$ cat src/jsu_pkg.sv
// Shared types, constants and UTF-8 helpers for the JSON string unescaper.
package jsu_pkg;

    // Deepest burst of results that one input byte can cause
    localparam int unsigned Depth = 6;

    typedef enum logic [1:0] {
        ST_DATA  = 2'd0,
        ST_DONE  = 2'd1,
        ST_ERROR = 2'd2
    } status_t;

    typedef struct packed {
        logic [7:0] data;
        status_t    status;
    } entry_t;

    // Up to four UTF-8 bytes, byte 0 goes out first
    typedef struct packed {
        logic [2:0]      len;
        logic [3:0][7:0] bytes;
    } utf8_t;

    function automatic utf8_t utf8_encode(input logic [20:0] cp);
        utf8_t r;
        r = '0;
        if (cp <= 21'h7F) begin
            r.len      = 3'd1;
            r.bytes[0] = cp[7:0];
        end
        else if (cp <= 21'h7FF) begin
            r.len      = 3'd2;
            r.bytes[0] = {3'b110, cp[10:6]};
            r.bytes[1] = {2'b10, cp[5:0]};
        end
        else if (cp <= 21'hFFFF) begin
            r.len      = 3'd3;
            r.bytes[0] = {4'b1110, cp[15:12]};
            r.bytes[1] = {2'b10, cp[11:6]};
            r.bytes[2] = {2'b10, cp[5:0]};
        end
        else begin
            r.len      = 3'd4;
            r.bytes[0] = {5'b11110, cp[20:18]};
            r.bytes[1] = {2'b10, cp[17:12]};
            r.bytes[2] = {2'b10, cp[11:6]};
            r.bytes[3] = {2'b10, cp[5:0]};
        end
        return r;
    endfunction

    function automatic utf8_t utf8_single(input logic [7:0] b);
        utf8_t r;
        r          = '0;
        r.len      = 3'd1;
        r.bytes[0] = b;
        return r;
    endfunction

    // Bit 4 set when the byte is a hex digit; bits 3:0 hold its value
    function automatic logic [4:0] hex_digit(input logic [7:0] b);
        logic [7:0] t;
        t = 8'h00;
        if (b inside {[8'h30:8'h39]}) begin
            return {1'b1, b[3:0]};
        end
        else if (b inside {[8'h61:8'h66]}) begin
            t = b - 8'h57;
            return {1'b1, t[3:0]};
        end
        else if (b inside {[8'h41:8'h46]}) begin
            t = b - 8'h37;
            return {1'b1, t[3:0]};
        end
        return 5'd0;
    endfunction

endpackage

$ cat src/jsu_if.sv
// Valid/ready channel interfaces for string body bytes and decoded results.
interface jsu_in_if ();
    logic       valid;
    logic       ready;
    logic [7:0] in_byte;
    logic       first;
    logic       buffer_end;

    modport source (output valid, output in_byte, output first, output buffer_end,
                    input ready);
    modport sink   (input valid, input in_byte, input first, input buffer_end,
                    output ready);
endinterface

interface jsu_out_if import jsu_pkg::*; ();
    logic       valid;
    logic       ready;
    logic [7:0] out_byte;
    status_t    status;
    logic       end_of_run;

    modport source (output valid, output out_byte, output status, output end_of_run,
                    input ready);
    modport sink   (input valid, input out_byte, input status, input end_of_run,
                    output ready);
endinterface

$ cat src/json_string_unescape_utf8.sv
// JSON string body unescaper with UTF-8 output: decoder and result buffer.
//
//  channel   dir  payload                         handshake
//  bytes     in   in_byte[8] first buffer_end     valid/ready
//  results   out  out_byte[8] status[2] end_run   valid/ready
//
// One request is decoded in the cycle it is accepted; its 0 to 6 results are
// loaded into a 6-entry shift buffer and leave one per cycle while the receiver
// is ready. A byte is taken every cycle while each byte yields at most one result
// and the receiver is ready; a byte that yields more holds the input (buffer drain).
// Reset clears the decoder to idle and empties the buffer.
// A stall on results holds bytes.ready low once the last buffered result waits.
module json_string_unescape_utf8
    import jsu_pkg::*;
(
    input  logic      clk,
    input  logic      rst_n,
    jsu_in_if.sink    bytes,
    jsu_out_if.source results
);

    typedef enum logic [2:0] {
        M_IDLE,
        M_TEXT,
        M_ESC,
        M_HEX,
        M_HELD,
        M_HELD_ESC,
        M_LOW_HEX
    } mode_t;

    localparam logic [7:0] ChQuote  = 8'h22;
    localparam logic [7:0] ChBslash = 8'h5C;
    localparam logic [7:0] ChSlash  = 8'h2F;
    localparam logic [7:0] ChSpace  = 8'h20;

    mode_t       mode_reg, mode_next;
    logic [15:0] hv_reg, hv_next;
    logic [2:0]  hc_reg, hc_next;
    logic [9:0]  held_reg, held_next;

    entry_t      buf_reg [Depth];
    entry_t      buf_next [Depth];
    logic [2:0]  cnt_reg, cnt_next;

    logic        in_acc, out_acc;
    logic [7:0]  b;

    // decode intermediates
    mode_t       m;
    logic [15:0] hv, hv_sh;
    logic [2:0]  hc, hc_inc;
    logic [9:0]  held;
    logic [4:0]  dig;
    logic        idle, flush, closed, bad;
    utf8_t       mn, fl;
    logic [2:0]  n_data, new_n;
    logic [5:0][7:0] seq;

    // plain-byte and escape-byte classification
    logic        p_closed, p_bad, p_esc, p_put;
    logic        e_put, e_u, e_bad;
    logic [7:0]  e_char;

    assign b       = bytes.in_byte;
    assign in_acc  = bytes.valid && bytes.ready;
    assign out_acc = results.valid && results.ready;

    assign bytes.ready        = (cnt_reg == 3'd0) || (cnt_reg == 3'd1 && results.ready);
    assign results.valid      = (cnt_reg != 3'd0);
    assign results.out_byte   = buf_reg[0].data;
    assign results.status     = buf_reg[0].status;
    assign results.end_of_run = (cnt_reg == 3'd1);

    always_comb
    begin
        p_closed = (b == ChQuote);
        p_bad    = !p_closed && (b < ChSpace);
        p_esc    = (b == ChBslash);
        p_put    = !p_closed && !p_bad && !p_esc;

        e_put  = 1'b1;
        e_u    = 1'b0;
        e_bad  = 1'b0;
        e_char = b;
        case (b)
            ChQuote, ChBslash, ChSlash: e_char = b;
            8'h62:   e_char = 8'h08;
            8'h66:   e_char = 8'h0C;
            8'h6E:   e_char = 8'h0A;
            8'h72:   e_char = 8'h0D;
            8'h74:   e_char = 8'h09;
            8'h75:
            begin
                e_put = 1'b0;
                e_u   = 1'b1;
            end
            default:
            begin
                e_put = 1'b0;
                e_bad = 1'b1;
            end
        endcase
    end

    always_comb
    begin
        m    = mode_reg;
        hv   = hv_reg;
        hc   = hc_reg;
        held = held_reg;
        if (bytes.first)
        begin
            m    = M_TEXT;
            hv   = '0;
            hc   = '0;
            held = '0;
        end

        mode_next = m;
        hv_next   = hv;
        hc_next   = hc;
        held_next = held;
        idle      = 1'b0;
        flush     = 1'b0;
        closed    = 1'b0;
        bad       = 1'b0;
        mn        = '0;

        dig    = hex_digit(b);
        hv_sh  = {hv[11:0], dig[3:0]};
        hc_inc = hc + 3'd1;

        case (m)
            M_TEXT, M_HELD:
            begin
                if (m == M_HELD && p_esc)
                begin
                    mode_next = M_HELD_ESC;
                end
                else
                begin
                    flush     = (m == M_HELD);
                    mode_next = p_esc ? M_ESC : M_TEXT;
                    closed    = p_closed;
                    bad       = p_bad;
                    if (p_put)
                        mn = utf8_single(b);
                end
            end
            M_ESC, M_HELD_ESC:
            begin
                flush     = (m == M_HELD_ESC) && !e_u;
                mode_next = !e_u ? M_TEXT : (m == M_HELD_ESC) ? M_LOW_HEX : M_HEX;
                bad       = e_bad;
                if (e_u)
                begin
                    hv_next = '0;
                    hc_next = '0;
                end
                if (e_put)
                    mn = utf8_single(e_char);
            end
            M_HEX, M_LOW_HEX:
            begin
                if (!dig[4])
                begin
                    bad = 1'b1;
                end
                else
                begin
                    hv_next = hv_sh;
                    hc_next = hc_inc;
                    if (hc_inc >= 3'd4)
                    begin
                        if (m == M_LOW_HEX && hv_sh[15:10] == 6'b110111)
                        begin
                            // join the held high half with this low half
                            mn        = utf8_encode(21'h10000 + 21'({held, hv_sh[9:0]}));
                            mode_next = M_TEXT;
                        end
                        else
                        begin
                            flush = (m == M_LOW_HEX);
                            if (hv_sh[15:10] == 6'b110110)
                            begin
                                held_next = hv_sh[9:0];
                                mode_next = M_HELD;
                            end
                            else
                            begin
                                mn        = utf8_encode({5'd0, hv_sh});
                                mode_next = M_TEXT;
                            end
                        end
                    end
                end
            end
            default:
            begin
                // idle byte: drop it
                idle      = 1'b1;
                mode_next = M_IDLE;
            end
        endcase

        if (!idle && !closed && !bad && bytes.buffer_end)
            bad = 1'b1;

        if (bad || closed)
        begin
            mode_next = M_IDLE;
            hv_next   = '0;
            hc_next   = '0;
            held_next = '0;
        end
    end

    // assemble the burst of results
    always_comb
    begin
        fl     = utf8_encode({5'd0, 6'b110110, held});
        n_data = (flush ? 3'd3 : 3'd0) + mn.len;
        if (flush)
            seq = {mn.bytes[2], mn.bytes[1], mn.bytes[0],
                   fl.bytes[2], fl.bytes[1], fl.bytes[0]};
        else
            seq = {16'h0000, mn.bytes};

        if (bad)
            new_n = 3'd1;
        else
            new_n = n_data + {2'b00, closed};

        for (int k = 0; k < Depth; k++)
        begin
            buf_next[k] = '{data: seq[k], status: ST_DATA};
            if (bad)
                buf_next[k] = '{data: 8'h00, status: ST_ERROR};
            else if (closed && 3'(k) == n_data)
                buf_next[k] = '{data: 8'h00, status: ST_DONE};
        end

        cnt_next = cnt_reg;
        if (in_acc && new_n != 3'd0)
            cnt_next = new_n;
        else if (out_acc)
            cnt_next = cnt_reg - 3'd1;
    end

    always_ff @(posedge clk or negedge rst_n)
    begin
        if (!rst_n)
        begin
            mode_reg <= M_IDLE;
            hv_reg   <= '0;
            hc_reg   <= '0;
            held_reg <= '0;
            cnt_reg  <= '0;
            for (int k = 0; k < Depth; k++)
                buf_reg[k] <= '0;
        end
        else
        begin
            if (in_acc)
            begin
                mode_reg <= mode_next;
                hv_reg   <= hv_next;
                hc_reg   <= hc_next;
                held_reg <= held_next;
            end
            cnt_reg <= cnt_next;
            if (in_acc && new_n != 3'd0)
            begin
                for (int k = 0; k < Depth; k++)
                    buf_reg[k] <= buf_next[k];
            end
            else if (out_acc)
            begin
                // advance the burst by one result
                for (int k = 0; k < Depth - 1; k++)
                    buf_reg[k] <= buf_reg[k + 1];
            end
        end
    end

    a_cnt_range: assert property (@(posedge clk) disable iff (!rst_n)
        cnt_reg <= 3'(Depth))
        else $error("result count beyond buffer depth");

    a_error_alone: assert property (@(posedge clk) disable iff (!rst_n)
        results.valid && results.status == ST_ERROR |-> results.end_of_run)
        else $error("error result not alone in its burst");

    a_done_last: assert property (@(posedge clk) disable iff (!rst_n)
        results.valid && results.status == ST_DONE |-> results.end_of_run)
        else $error("done result not last in its burst");

    a_idle_after_end: assert property (@(posedge clk) disable iff (!rst_n)
        in_acc && (bad || closed) |=> mode_reg == M_IDLE && hc_reg == 3'd0)
        else $error("decoder not idle after end of string");

    a_stall_has_cause: assert property (@(posedge clk) disable iff (!rst_n)
        !bytes.ready |-> results.valid)
        else $error("input held without a waiting result");

endmodule

$ cat src/flat_wrapper.sv
// flat-port wrapper written by rule: the top's interface ports become plain ports
module json_string_unescape_utf8_flat import jsu_pkg::*;
  (clk, rst_n, bytes_valid, bytes_in_byte, bytes_first, bytes_buffer_end, bytes_ready, results_valid, results_out_byte, results_status, results_end_of_run, results_ready);
  jsu_in_if bytes_i ();
  jsu_out_if results_i ();
  input  logic clk;
  input  logic rst_n;
  input wire logic [$bits(bytes_i.valid)-1:0] bytes_valid;
  input wire logic [$bits(bytes_i.in_byte)-1:0] bytes_in_byte;
  input wire logic [$bits(bytes_i.first)-1:0] bytes_first;
  input wire logic [$bits(bytes_i.buffer_end)-1:0] bytes_buffer_end;
  output wire logic [$bits(bytes_i.ready)-1:0] bytes_ready;
  output wire logic [$bits(results_i.valid)-1:0] results_valid;
  output wire logic [$bits(results_i.out_byte)-1:0] results_out_byte;
  output wire logic [$bits(results_i.status)-1:0] results_status;
  output wire logic [$bits(results_i.end_of_run)-1:0] results_end_of_run;
  input wire logic [$bits(results_i.ready)-1:0] results_ready;
  assign bytes_i.valid = bytes_valid;
  assign bytes_i.in_byte = bytes_in_byte;
  assign bytes_i.first = bytes_first;
  assign bytes_i.buffer_end = bytes_buffer_end;
  assign bytes_ready = bytes_i.ready;
  assign results_valid = results_i.valid;
  assign results_out_byte = results_i.out_byte;
  assign results_status = results_i.status;
  assign results_end_of_run = results_i.end_of_run;
  assign results_i.ready = results_ready;
  json_string_unescape_utf8 u_core (.clk(clk), .rst_n(rst_n), .bytes(bytes_i), .results(results_i));
endmodule
$ cat config.mk
export PLATFORM = sky130hd
export DESIGN_NAME = json_string_unescape_utf8_flat
export DESIGN_NICKNAME = d
export VERILOG_FILES = /design/src/jsu_pkg.sv /design/src/jsu_if.sv /design/src/json_string_unescape_utf8.sv /design/src/flat_wrapper.sv
export SDC_FILE = /design/constraint.sdc
export NUM_CORES = 1
export LEC_CHECK = 0
export BUFFER_PORTS_ARGS = -buffer_cell sky130_fd_sc_hd__buf_2
export CAP_MARGIN = 15
export CORE_MARGIN = 2
export CORE_UTILIZATION = 65
export DETAILED_ROUTE_END_ITERATION = 10
export PLACE_DENSITY = 0.8
export REMOVE_ABC_BUFFERS = 1
export SLEW_MARGIN = 20
export SYNTH_ARGS = -nofsm -noshare
export SYNTH_HDL_FRONTEND = slang
export SYNTH_SLANG_ARGS = --single-unit
$ cat constraint.sdc
create_clock -name clk -period 14.2 [get_ports clk]
set_input_delay 2.13 -clock clk [delete_from_list [all_inputs] [get_ports clk]]
set_output_delay 2.13 -clock clk [all_outputs]
set_load 0.005 [all_outputs]
---- Word level (Yosys, flattened, before mapping) ----
Index checks and enable logic that the tools add are counted.
word-level totals
  register bits ........................... 95
  latch bits .............................. 0
  bits in writable memories ............... 0
  bits in read-only memories .............. 0
  memories kept ........................... 0
operators by class
  add/subtract/negate cells ............... 7
  multipliers ............................. 0
  div/mod/pow operators ................... 0
  order comparisons ....................... 13
  equality and inequality tests ........... 23
  shifts and indexed selects .............. 0
  mux-type cells .......................... 92
  bitwise gates (word level) .............. 0
  reduce and logical (&&, ||, !) cells .... 41
operators with widths
  kind                      count
  $mux W10                  19
  $mux W35                  5
  $pmux W35 S3              1
  $mux W50                  2
  $mux W16                  6
  $mux W33                  2
  $mux W3                   19
  $eq A8 B7 Y1 const B      7
  $mux W24                  2
  $mux W48                  1
  $pmux W8 S5               1
  $mux W8                   4
  $pmux W16 S2              1
  $logic_and A1 B1 Y1       22
  $mux W22                  1
  $add A17 B20 Y21 const A  1
  $le A21 B11 Y1 const B    1
  $le A21 B16 Y1 const B    1
  $le A21 B7 Y1 const B     1
  $mux W5                   4
  $eq A8 B6 Y1 const B      2
  $ge A8 B7 Y1 const B      2
  $le A16 B11 Y1 const B    1
  $le A16 B7 Y1 const B     1
  other kinds (32)          69

---- Longest topological paths before layout ----
Gate-level depths: netlist (run 1).
  depth after elaboration ................. 21
  mapped depth ............................ 28
  mapped depth without buffers ............ 20

---- Least setup slack after synthesis (run 1) ----
No wires, ideal clock.
  path type ............................... input port to flip-flop
  from .................................... in bytes_first
  to ...................................... reg u_core.buf_reg[4] in the netlist's numbering
  setup time .............................. 122 ps
  data arrival time ....................... 7679 ps
  setup slack ............................. 6400 ps
  stages on the path ...................... 27
  cells stage by stage .................... clkbuf_1 > clkbuf_1 > clkbuf_1 > buf_1 > nor2b_1 > ha_1 > nor4b_1 > o211ai_1 > or2_2 > clkbuf_1 > a41oi_1 > a31o_2 > clkbuf_1 > o21ai_0 > nand3_1 > nand3_1 > ha_1 > inv_1 > fa_1 > inv_1 > ha_1 > xnor2_1 > or4_4 > a31o_1 > buf_6 > buf_2 > a32o_1
on the way
  cells in the longest elaborated chain, start to end .. 15
RTL lines
  what                                                    line                                                                RTL
  start, declared                                         flat_wrapper.sv:10                                                  input wire logic [$bits(bytes_i.first)-1:0] bytes_first;
  $mux W16 / $mux W10 (equally long branches)             json_string_unescape_utf8.sv:112                                    if (bytes.first)
  $add A17 B20 Y21                                        json_string_unescape_utf8.sv:179                                    mn = utf8_encode(21'h10000 + 21'({held, hv_sh[9:0]}));
  $le A21 B16 Y1                                          jsu_pkg.sv:36                                                       else if (cp <= 21'hFFFF) begin
  $mux W3                                                 jsu_pkg.sv:36
  $mux W3                                                 jsu_pkg.sv:31                                                       else if (cp <= 21'h7FF) begin
  $mux W3                                                 jsu_pkg.sv:27                                                       if (cp <= 21'h7F) begin
  $mux W35                                                json_string_unescape_utf8.sv:176                                    if (m == M_LOW_HEX && hv_sh[15:10] == 6'b110111)
  $mux W35                                                json_string_unescape_utf8.sv:174                                    if (hc_inc >= 3'd4)
  $mux W35                                                json_string_unescape_utf8.sv:166                                    if (!dig[4])
  $pmux W35 S3                                            json_string_unescape_utf8.sv:134                                    case (m)
  $add A3 B3 Y3                                           json_string_unescape_utf8.sv:223                                    n_data = (flush ? 3'd3 : 3'd0) + mn.len;
  $add A3 B1 Y3 / $eq A3 B3 Y1 (equally long branches)    json_string_unescape_utf8.sv:233, json_string_unescape_utf8.sv:240
  $mux W3 / $logic_and A1 B1 Y1 (equally long branches)   json_string_unescape_utf8.sv:230, json_string_unescape_utf8.sv:240
  $reduce_bool A3 Y1 / $mux W10 (equally long branches)   json_string_unescape_utf8.sv:273, json_string_unescape_utf8.sv:240
  $logic_and A1 B1 Y1 / $mux W10 (equally long branches)  json_string_unescape_utf8.sv:273, json_string_unescape_utf8.sv:238
  end signal, assigned by index                           json_string_unescape_utf8.sv:276                                    buf_reg[k] <= buf_next[k];
  end signal, assigned by index                           json_string_unescape_utf8.sv:282                                    buf_reg[k] <= buf_reg[k + 1];
  end, declared                                           json_string_unescape_utf8.sv:42                                     entry_t buf_reg [Depth];
Several ways; a longest one is shown, not always the timed one.
A chain may end at the register's enable or synchronous reset.

---- Worst setup path after layout (run 1) ----
  from .................................... in bytes_in_byte[0]
  to ...................................... reg u_core.buf_reg[12] in the netlist's numbering
on the way
  cells in the longest elaborated chain, start to end .. 21
RTL lines
  what                                                    line                                                                RTL
  start, declared                                         flat_wrapper.sv:9                                                   input wire logic [$bits(bytes_i.in_byte)-1:0] bytes_in_byte;
  $ge A8 B7 Y1 / $le A8 B7 Y1 (equally long branches)     jsu_pkg.sv:71                                                       else if (b inside {[8'h41:8'h46]}) begin
  $logic_and A1 B1 Y1                                     jsu_pkg.sv:71
  $mux W1                                                 jsu_pkg.sv:71
  $mux W1                                                 jsu_pkg.sv:67                                                       else if (b inside {[8'h61:8'h66]}) begin
  $mux W1                                                 jsu_pkg.sv:64                                                       if (b inside {[8'h30:8'h39]}) begin
  $mux W5                                                 jsu_pkg.sv:75                                                       return 5'd0;
  $add A17 B20 Y21                                        json_string_unescape_utf8.sv:179
  $le A21 B16 Y1                                          jsu_pkg.sv:36
  [... 5 more ...]                                        n/a
  $mux W35                                                json_string_unescape_utf8.sv:166
  $pmux W35 S3                                            json_string_unescape_utf8.sv:134
  $add A3 B3 Y3                                           json_string_unescape_utf8.sv:223
  $add A3 B1 Y3 / $eq A3 B3 Y1 (equally long branches)    json_string_unescape_utf8.sv:233, json_string_unescape_utf8.sv:240
  $mux W3 / $logic_and A1 B1 Y1 (equally long branches)   json_string_unescape_utf8.sv:230, json_string_unescape_utf8.sv:240
  $reduce_bool A3 Y1 / $mux W10 (equally long branches)   json_string_unescape_utf8.sv:273, json_string_unescape_utf8.sv:240
  $logic_and A1 B1 Y1 / $mux W10 (equally long branches)  json_string_unescape_utf8.sv:273, json_string_unescape_utf8.sv:238
  $mux W50 / $reduce_bool A2 Y1 (equally long branches)   n/a
Several ways; a longest one is shown, not always the timed one. The select of a mux whose other input is x is not followed.

==> results of run 1 <==
[layout make-up]
cell class	count	area, µm²	share of cell area
clock buffer	10	137.6	0.01892
clock inverter	6	96.34	0.01324
inverter	21	78.83	0.01083
multi-input combinational	670	4377	0.6015
sequential	89	2227	0.3061
tap	136	170.2	0.02339
timing repair buffer	33	188.9	0.02597
[through the flow]
step / area [µm²] / std cells / worst slack [ns] / hold slack (ns)
floorplan: 6668 / 780 / 6.190 / 0.4584
global placement: 7036 / 949 / 5.944 / 0.4734
detailed placement: 7036 / 949 / 5.670 / 0.4761
CTS: 7269 / 965 / 6.059 / 0.5002
global route: 7276 / 965 / 5.541 / 0.5115
finish: 7276 / 965 / 5.812 / 0.5011
[layout by cell type, fill, tap and decap left out, types with 8 or more instances in the layout]
master     instances
a21o_1             8
a21oi_1           51
a22o_1            17
a2bb2oi_1         19
a31oi_1           14
and2_1             8
and3_1            14
buf_2             25
clkbuf_8          10
dfrtp_1           89
ha_1              13
inv_1             20
mux2i_1           25
nand2_1          113
nand3_1           31
nor2_1            51
nor2b_1           13
nor3_1            14
nor4_1             8
o211ai_1          15
o21ai_0           56
o221a_2            8
o22ai_1           23
o31ai_1           12
[power by group]
| part | leakage (nW) | switching [W] | internal (W) |
|---|---|---|---|
| Clock | 0.115 | 0.000109 | 0.000106 |
| Combinational | 1.70 | 0.000184 | 0.000117 |
| Sequential | 1.18 | 0.0000367 | 0.000308 |
| Total | 3.00 | 0.000330 | 0.000531 |
[metal layers]
| layer | wire length [µm] | share of wire |
|---|---|---|
| met1 | 9252 | 0.39 |
| met2 | 10670 | 0.45 |
| met3 | 2790 | 0.12 |
| met4 | 1158 | 0.049 |
| met5 | 0 | 0 |
[kinds of logic after synthesis]
group,Yosys count
AO/OA/AOI/OAI,311
buffers and inverters,95
XOR/XNOR,6
AND/OR/NAND/NOR,308
multiplexers,31
flip-flops,89
adder cells (fa/ha/maj),14
[final timing paths]
kind | startpoint | endpoint | slack, ns | cells past startpoint
worst min register to register | u_core.buf_reg[0]$_DFFE_PN0P_ | u_core.buf_reg[0]$_DFFE_PN0P_ | 0.50 | 1
worst min-delay path | u_core.buf_reg[0]$_DFFE_PN0P_ | u_core.buf_reg[0]$_DFFE_PN0P_ | 0.50 | 1
worst max register to register | u_core.mode_reg[0]$_DFFE_PN0P_ | u_core.buf_reg[12]$_DFFE_PN0P_ | 7.60 | 14
max in group asynchronous | rst_n | u_core.hv_reg[7]$_DFFE_PN0P_ | 11.88 | 1
min in group asynchronous | rst_n | u_core.buf_reg[48]$_DFFE_PN0P_ | 1.79 | 1
worst max-delay path | bytes_in_byte[0] | u_core.buf_reg[12]$_DFFE_PN0P_ | 5.81 | 18
==> run_results.csv, run 1 <==
group,metric,value,unit
clocking,clkTransAtPathRegs,0.11,ns
clocking,cts_made_buffers,9,
global_route,grt.met1_usage,0.5612,
clocking,clock_latency,0.41,ns
critical_path,critPathSlowestCell,"a31oi_2",
logic_synthesis,netlist_top_cells_count,"nand2_1 (114), dfrtp_1 (89), o21ai_0 (56)",
routing,post_drt_wl_per_cell,24.73,µm
placed_design,gp_congestion,1.087,
logic_synthesis,synth_top_family_by_area,"compound AO/OA/AOI/OAI gates",
sta,setup_viol,0,
logic_synthesis,synth_compound_area_frac,0.3164,
pwr,power_density,118.4,mW/mm²
cells_and_area,area_delta_synth_final,3.415,%
floorplan,die_y,108.0,µm
logic_synthesis,synth_top_cells_by_area,"dfrtp_1 (32%), nand2_1 (6.1%), o21ai_0 (4.0%)",
floorplan,die_w,108.0,µm
critical_path,critPathMaxFanout,28,
floorplan,start_util,0.6754,
clocking,numClockSinks,89,
logic_synthesis,syn_area,0.007035,mm²
sta,fin_crit_sh,0.5907,
global_route,gr-usage-met2,0.6456,
logic_synthesis,yosysMostFrequentCell,"nand2_1",
logic_synthesis,synthSimpleGateAreaFrac,0.2244,
global_route,globalRouteMet3Util,0.08258,
pwr,power.leakage,2.995,nW
routing,drt_iter0_drc,1141,
cells_and_area,diodes,0,
logic_synthesis,synth_seq_cells,89,
placed_design,portBuffers,26,
worst_hold_path,worstHoldPathType,"reg -> reg",
global_route,antenna_found_initial,0,
routing,drc,0,
floorplan,fp-row-count,37,
sta,tns,0,ns
global_route,grt_pass1_wl,37280,µm
clocking,postCtsSetupRepairBufs,0,
flow_run,drv_cap,0,
pwr,peakVddDrop,0.09920,mV
sta,finalMaxSlewViolations,0,
clocking,cts-root-buf,"clkbuf_8",
sta,skew,0.01774,ns
critical_path,path_class,"in -> reg",
logic_synthesis,synth_mux_area_frac,0.04571,
critical_path,cpLargestDelayFamily,"compound AO/OA/AOI/OAI gates",
logic_synthesis,synth-xor-area-share,0.007469,
cells_and_area,largest_reg_flops,48,
floorplan,die_area,0.01167,mm²
clocking,cts_max_level,3,
clocking,hold_buffers,0,
sta,slew_headroom,0.3225,
global_route,grt_pass1_vias,6790,
logic_synthesis,ys_warn_count,0,
global_route,grt_max_degree,90,
logic_synthesis,ys.flop_type,"dfrtp_1",
logic_synthesis,syn_inst,854,
critical_path,end_kind,"register",
routing,routed_via_density,7.611,
logic_synthesis,synth-edff-count,0,
logic_synthesis,synthAdderAreaFrac,0.02596,
sta,period_needed,8.388,ns
critical_path,path_cells,"buf_2, inv_1, ha_1, o21bai_1, a21oi_1, a21oi_1, nor3_1, a32o_1, buf_4, clkinv_1, fa_1, inv_1, ha_1, xnor2_1, or4_4, a31oi_2, nand3b_4, o32ai_1",
clocking,cts_resized,0,
logic_synthesis,ys_types,91,
critical_path,max_stage_delay,0.85,ns
critical_path,crit_arrival,8.67,ns
clocking,tritoncts,"done",
floorplan,ios,27,
routing,drtAntennaViolNets,0,
placed_design,place_hpwl,17080,µm
sta,worst_pin_slew,1.013,ns
cells_and_area,n_fill_cell,818,
critical_path,startpoint_type,"input pin",
logic_synthesis,yosysSeqAreaShare,0.3166,
global_route,grt.overflow.total,0,
routing,routed-via-count,7345,
sta,fmax,119.2,MHz
logic_synthesis,post-synth-top-area-cell,"dfrtp_1",
floorplan,coreArea,0.01042,mm²
cells_and_area,final_util,0.6985,
routing,routed_wl,23870,µm
outcome,status,"finished, final reports clean",
critical_path,required,14.49,ns
routing,drtPass1Iterations,6,
global_route,grtUsageTotal,0.4169,
logic_synthesis,synth.avg_cell_area,8.238,µm²
sta,hold_viol_final,0,
global_route,busiest_layer,"met2",
logic_synthesis,async_reset_ff_frac,1.000,
sta,rsz0062_at_grt,"false",
pwr,finalPower,0.0008611,W
clocking,clockBufferDepth,2,
cells_and_area,nNetsFinal,852,
cells_and_area,drive_above_1_share,0.1098,
logic_synthesis,yosysTopAreaCellShare,0.3166,
critical_path,cp_num_buf_inv,5,
(Power assumes the default switching activity.)
==> run 2: changes to the inputs <==
- CORE_UTILIZATION: 65 -> 63
- PLACE_DENSITY: 0.8 -> 0.78
- clock period: 14.2 -> 8.7 ns (I/O delays scaled with it)
==> run_results.csv, run 2 (same netlist as run 1, synthesis figures left out) <==
group,metric,value,unit
floorplan,ios,27,
clocking,cts_max_level,3,
sta,setup_viol,0,
outcome,status,"finished, final reports clean",
sta,hold_viol_final,0,
critical_path,path_class,"in -> reg",
sta,worst_pin_slew,1.032,ns
sta,rsz0062_at_grt,"false",
global_route,grt_max_degree,57,
clocking,numClockSinks,89,
floorplan,coreArea,0.01089,mm²
clocking,tritoncts,"done",
pwr,power.leakage,3.001,nW
placed_design,place_area,0.007086,mm²
sta,fmax,139.1,MHz
critical_path,crit_arrival,7.48,ns
clocking,clock_latency,0.40,ns
clocking,hold_buffers,0,
pwr,finalPower,0.001337,W
clocking,clockBufferDepth,2,
critical_path,end_kind,"register",
cells_and_area,area_delta_synth_final,3.486,%
clocking,cts_made_buffers,9,
clocking,cts_resized,0,
clocking,postCtsSetupRepairBufs,0,
floorplan,die_y,109.7,µm
floorplan,start_util,0.6462,
sta,fin_crit_sh,0.8261,
sta,skew,0.01789,ns
global_route,grt.overflow.total,0,
routing,drc,0,
cells_and_area,final_area,0.007281,mm²
sta,fin_hold_ws,0.5078,ns
critical_path,critPathMaxFanout,38,
pwr,peakVddDrop,0.1775,mV
sta,finalMaxSlewViolations,0,
cells_and_area,layout_common_cells,"nand2_1 (114), dfrtp_1 (89), o21ai_0 (56)",
routing,post_drt_wl_per_cell,23.77,µm
routing,drtPass1Iterations,6,
global_route,antenna_found_initial,0,
routing,drt_iter0_drc,1162,
clocking,clkTransAtPathRegs,0.10,ns
cells_and_area,final_common_cell,"nand2_1",
clocking,cts-root-buf,"clkbuf_8",
floorplan,die_w,109.7,µm
placed_design,gp_congestion,1.054,
placed_design,portBuffers,26,
floorplan,fp-row-count,38,
critical_path,required,8.99,ns
routing,routed-via-count,7280,
flow_run,drv_cap,0,
sta,tns,0,ns
pwr,power_density,183.7,mW/mm²
critical_path,startpoint_type,"input pin",
routing,routed_wl,23180,µm
placed_design,place_hpwl,17160,µm
cells_and_area,nNetsFinal,858,
critical_path,r2r_setup_slack,2.42,ns
global_route,grt_pass1_vias,6686,
worst_hold_path,worstHoldPathType,"reg -> reg",
cells_and_area,drive_above_1_share,0.1150,
routing,drtAntennaViolNets,0,
cells_and_area,largest_reg_flops,48,
floorplan,die_area,0.01203,mm²
routing,routed_via_density,7.467,
global_route,grt_pass1_wl,35960,µm
sta,period_needed,7.187,ns
sta,slew_headroom,0.2926,
global_route,grtUsageTotal,0.3937,
cells_and_area,diodes,0,
[run 2: final timing paths]
path                                           startpoint                             end  cells after the start
max                                           bytes_first  u_core.buf_reg[37]$_DFFE_PN0P_                     21
min                         u_core.buf_reg[0]$_DFFE_PN0P_   u_core.buf_reg[0]$_DFFE_PN0P_                      1
max reg2reg                u_core.held_reg[6]$_DFFE_PN0P_  u_core.buf_reg[37]$_DFFE_PN0P_                     20
min reg2reg                 u_core.buf_reg[0]$_DFFE_PN0P_   u_core.buf_reg[0]$_DFFE_PN0P_                      1
max in group asynchronous                           rst_n  u_core.buf_reg[31]$_DFFE_PN0P_                      2
min in group asynchronous                           rst_n  u_core.buf_reg[40]$_DFFE_PN0P_                      1
[run 2: through the flow]
| stage | instances | util | setup WS, ns |
|---|---|---|---|
| 2_1_floorplan | 780 | - | 1.515 |
| 3_3_place_gp | 959 | 0.6508 | 1.559 |
| 3_5_place_dp | 959 | 0.6508 | 1.285 |
| 4_1_cts | 975 | 0.6687 | 1.689 |
| 5_1_grt | 975 | 0.6687 | 1.060 |
| 6_report | 975 | 0.6687 | 1.513 |
[run 2: area by class of cell]
cell class,count,area (µm²)
repair buffers,39,230.2
clock inverters,7,71.32
inverters,21,78.83
well taps,140,175.2
fillers,921,3607
flip-flops and latches,89,2227
multi-input cells,670,4374
clock buffers,9,123.9
[run 2: report_power, final]
group          total, W  internal [W]  switching [W]
combinational  0.000482      0.000195       0.000287
sequential     0.000559      0.000502      0.0000573
clock          0.000296      0.000112       0.000184
total           0.00134      0.000809       0.000528
[run 2: routing by layer]
layer	global-route usage	part of all wire
met4	0.1627	0.038
met2	0.6261	0.46
met3	0.08654	0.11
met5	0	0
met1	0.5194	0.39
[run 2: critical path: stages]
cell and delay (ns):
buf_2 0.52, nor2b_1 0.23, ha_1 0.33, and3b_1 0.24, o211ai_1 0.34, inv_1 0.10, o31a_1 0.20, nor2_1 0.72
o21ai_0 0.22, nand3_1 0.15, nand3_1 0.10, ha_1 0.21, inv_1 0.06, fa_1 0.43, inv_1 0.09, ha_1 0.23
xnor2_1 0.12, or4_4 0.54, a31oi_4 0.78, nand2_1 0.25, o22ai_1 0.27
==> run 3: changes to the inputs <==
- CORE_UTILIZATION: 63 -> 57
- PLACE_DENSITY: 0.78 -> 0.74
- clock period: 8.7 -> 6 ns (I/O delays scaled with it)
==> run_results.csv, run 3 (same netlist as run 1, synthesis figures left out) <==
group,metric,value,unit
sta,fmax,174.1,MHz
critical_path,setup.worst_path.start,"bytes_first",
cells_and_area,final_common_cell,"nand2_1",
floorplan,die_area,0.01325,mm²
pwr,finalPower,0.002141,W
pwr,power.leakage,3.186,nW
sta,tns,0,ns
sta,hold_viol_final,0,
global_route,grt_pass1_vias,6873,
global_route,grt_max_degree,87,
critical_path,critPathMaxFanout,13,
worst_hold_path,worstHoldPathType,"in -> async",
cells_and_area,n_fill_cell,1036,
critical_path,end_kind,"register",
clocking,cts_max_level,3,
sta,rsz0062_at_grt,"false",
cells_and_area,drive_above_1_share,0.1422,
clocking,clock_latency,0.36,ns
critical_path,required,6.25,ns
floorplan,coreArea,0.01201,mm²
routing,routed_via_density,7.099,
pwr,netSwitchingPower,0.0007790,W
pwr,p_int,0.001362,W
routing,drt_iter0_drc,956,
critical_path,timing.rr.start,"u_core.held_reg[6]$_DFFE_PN0P_",
cells_and_area,nNetsFinal,881,
critical_path,startpoint_type,"input pin",
routing,drtAntennaViolNets,0,
placed_design,gp_congestion,1.022,
critical_path,path_class,"in -> reg",
flow_run,drv_cap,0,
clocking,clkTransAtPathRegs,0.07,ns
pwr,peakVddDrop,0.1484,mV
sta,worst_pin_slew,1.093,ns
clocking,numClockSinks,89,
placed_design,portBuffers,26,
global_route,antenna_found_initial,0,
cells_and_area,layout_common_cells,"nand2_1 (113), dfrtp_1 (89), o21ai_0 (56)",
global_route,grt.overflow.total,0,
routing,post_drt_wl_per_cell,23.86,µm
cells_and_area,largest_reg_flops,48,
clocking,clockBufferDepth,2,
sta,slew_headroom,0.2635,
outcome,status,"finished, final reports clean",
critical_path,crit_arrival,6.00,ns
clocking,tritoncts,"done",
pwr,power_density,280.6,mW/mm²
cells_and_area,stdcell_count,1005,
clocking,cts_made_buffers,9,
sta,period_needed,5.745,ns
global_route,grt_pass1_wl,37960,µm
floorplan,ios,27,
placed_design,place_hpwl,17880,µm
floorplan,fp-row-count,40,
pwr,power_frac_seq,0.383,
routing,drtPass1Iterations,5,
clocking,hold_buffers,0,
cells_and_area,final_util,0.6352,
sta,skew,0.01236,ns
floorplan,die_y,115.1,µm
floorplan,die_w,115.1,µm
placed_design,place_area,0.007297,mm²
routing,drc,0,
floorplan,start_util,0.5857,
cells_and_area,area_delta_synth_final,8.447,%
sta,finalMaxSlewViolations,0,
pwr,comb_power_share,0.333,
pwr,p_sw_frac,0.3639,
pwr,clock_power_share,0.284,
cells_and_area,final_area,0.007630,mm²
routing,routed_wl,23980,µm
global_route,grtUsageTotal,0.3730,
clocking,cts-root-buf,"clkbuf_16",
routing,routed-via-count,7134,
cells_and_area,diodes,0,
placed_design,dp_cells,988,
sta,fin_crit_sh,0.9575,
sta,setup_viol,0,
==> run 3: layer usage <==
metal | part of all wire | GRT usage
met1 | 0.42 | 0.5033
met2 | 0.46 | 0.5918
met3 | 0.077 | 0.05904
met4 | 0.042 | 0.1695
met5 | 0 | 0
==> run 3: area by class of cell <==
class	count	area, µm²	area share
clock buffer	9	225.2	0.02952
clock inverter	7	85.08	0.01115
inverter	21	78.83	0.01033
multi-input combinational	670	4385	0.5748
sequential	89	2227	0.2919
tap	147	183.9	0.02411
timing repair buffer	62	444.2	0.05822
==> run 3: worst max-delay path, cell delays in order <==
cell and delay [ns]:
buf_2 0.17, nor2b_1 0.28, ha_1 0.32, nor4b_1 0.32, o211ai_1 0.19, buf_4 0.20, inv_1 0.08, o31a_1 0.31
nor2_1 0.10, o21ai_0 0.19, nand3_1 0.10, nand3_1 0.11, ha_1 0.15, inv_1 0.05, fa_1 0.52, inv_1 0.07
ha_1 0.25, xnor2_1 0.19, or4_4 0.55, a31oi_2 0.34, buf_12 0.19, nand3b_4 0.12, o32ai_1 0.31
==> run 3: path summary, 6_finish.rpt <==
check | to | slack (ns) | depth (start not counted)
max | u_core.buf_reg[12]$_DFFE_PN0P_ | 0.26 | 23
min | u_core.buf_reg[38]$_DFFE_PN0P_ | 0.33 | 1
max reg2reg | u_core.buf_reg[12]$_DFFE_PN0P_ | 0.40 | 22
min reg2reg | u_core.buf_reg[4]$_DFFE_PN0P_ | 0.51 | 1
max in group asynchronous | u_core.mode_reg[1]$_DFFE_PN0P_ | 4.71 | 2
min in group clk | u_core.buf_reg[4]$_DFFE_PN0P_ | 0.51 | 1
==> run 3: metrics by stage <==
stage | hold slack (ns) | worst slack (ns)
floorplan | 0.4584 | -0.7805
global placement | 0.4740 | 0.07989
detailed placement | 0.4896 | -0.06055
CTS | 0.3190 | 0.2613
global route | 0.3190 | 0.02255
finish | 0.3259 | 0.2551
==> run 3: repair_timing <==
action,CTS,global route
buffers inserted,0,1
gates resized for setup,0,2
setup endpoints to repair,0,13
==> run 3: power groups by stage <==
stage	Sequential, W	Clock, W	Combinational [W]
floorplan	0.000801	0	0.000470
global placement	0.000821	0	0.000682
detailed placement	0.000827	0	0.000702
CTS	0.000817	0.000607	0.000708
global route	0.000832	0.000632	0.000789
finish	0.000820	0.000608	0.000712
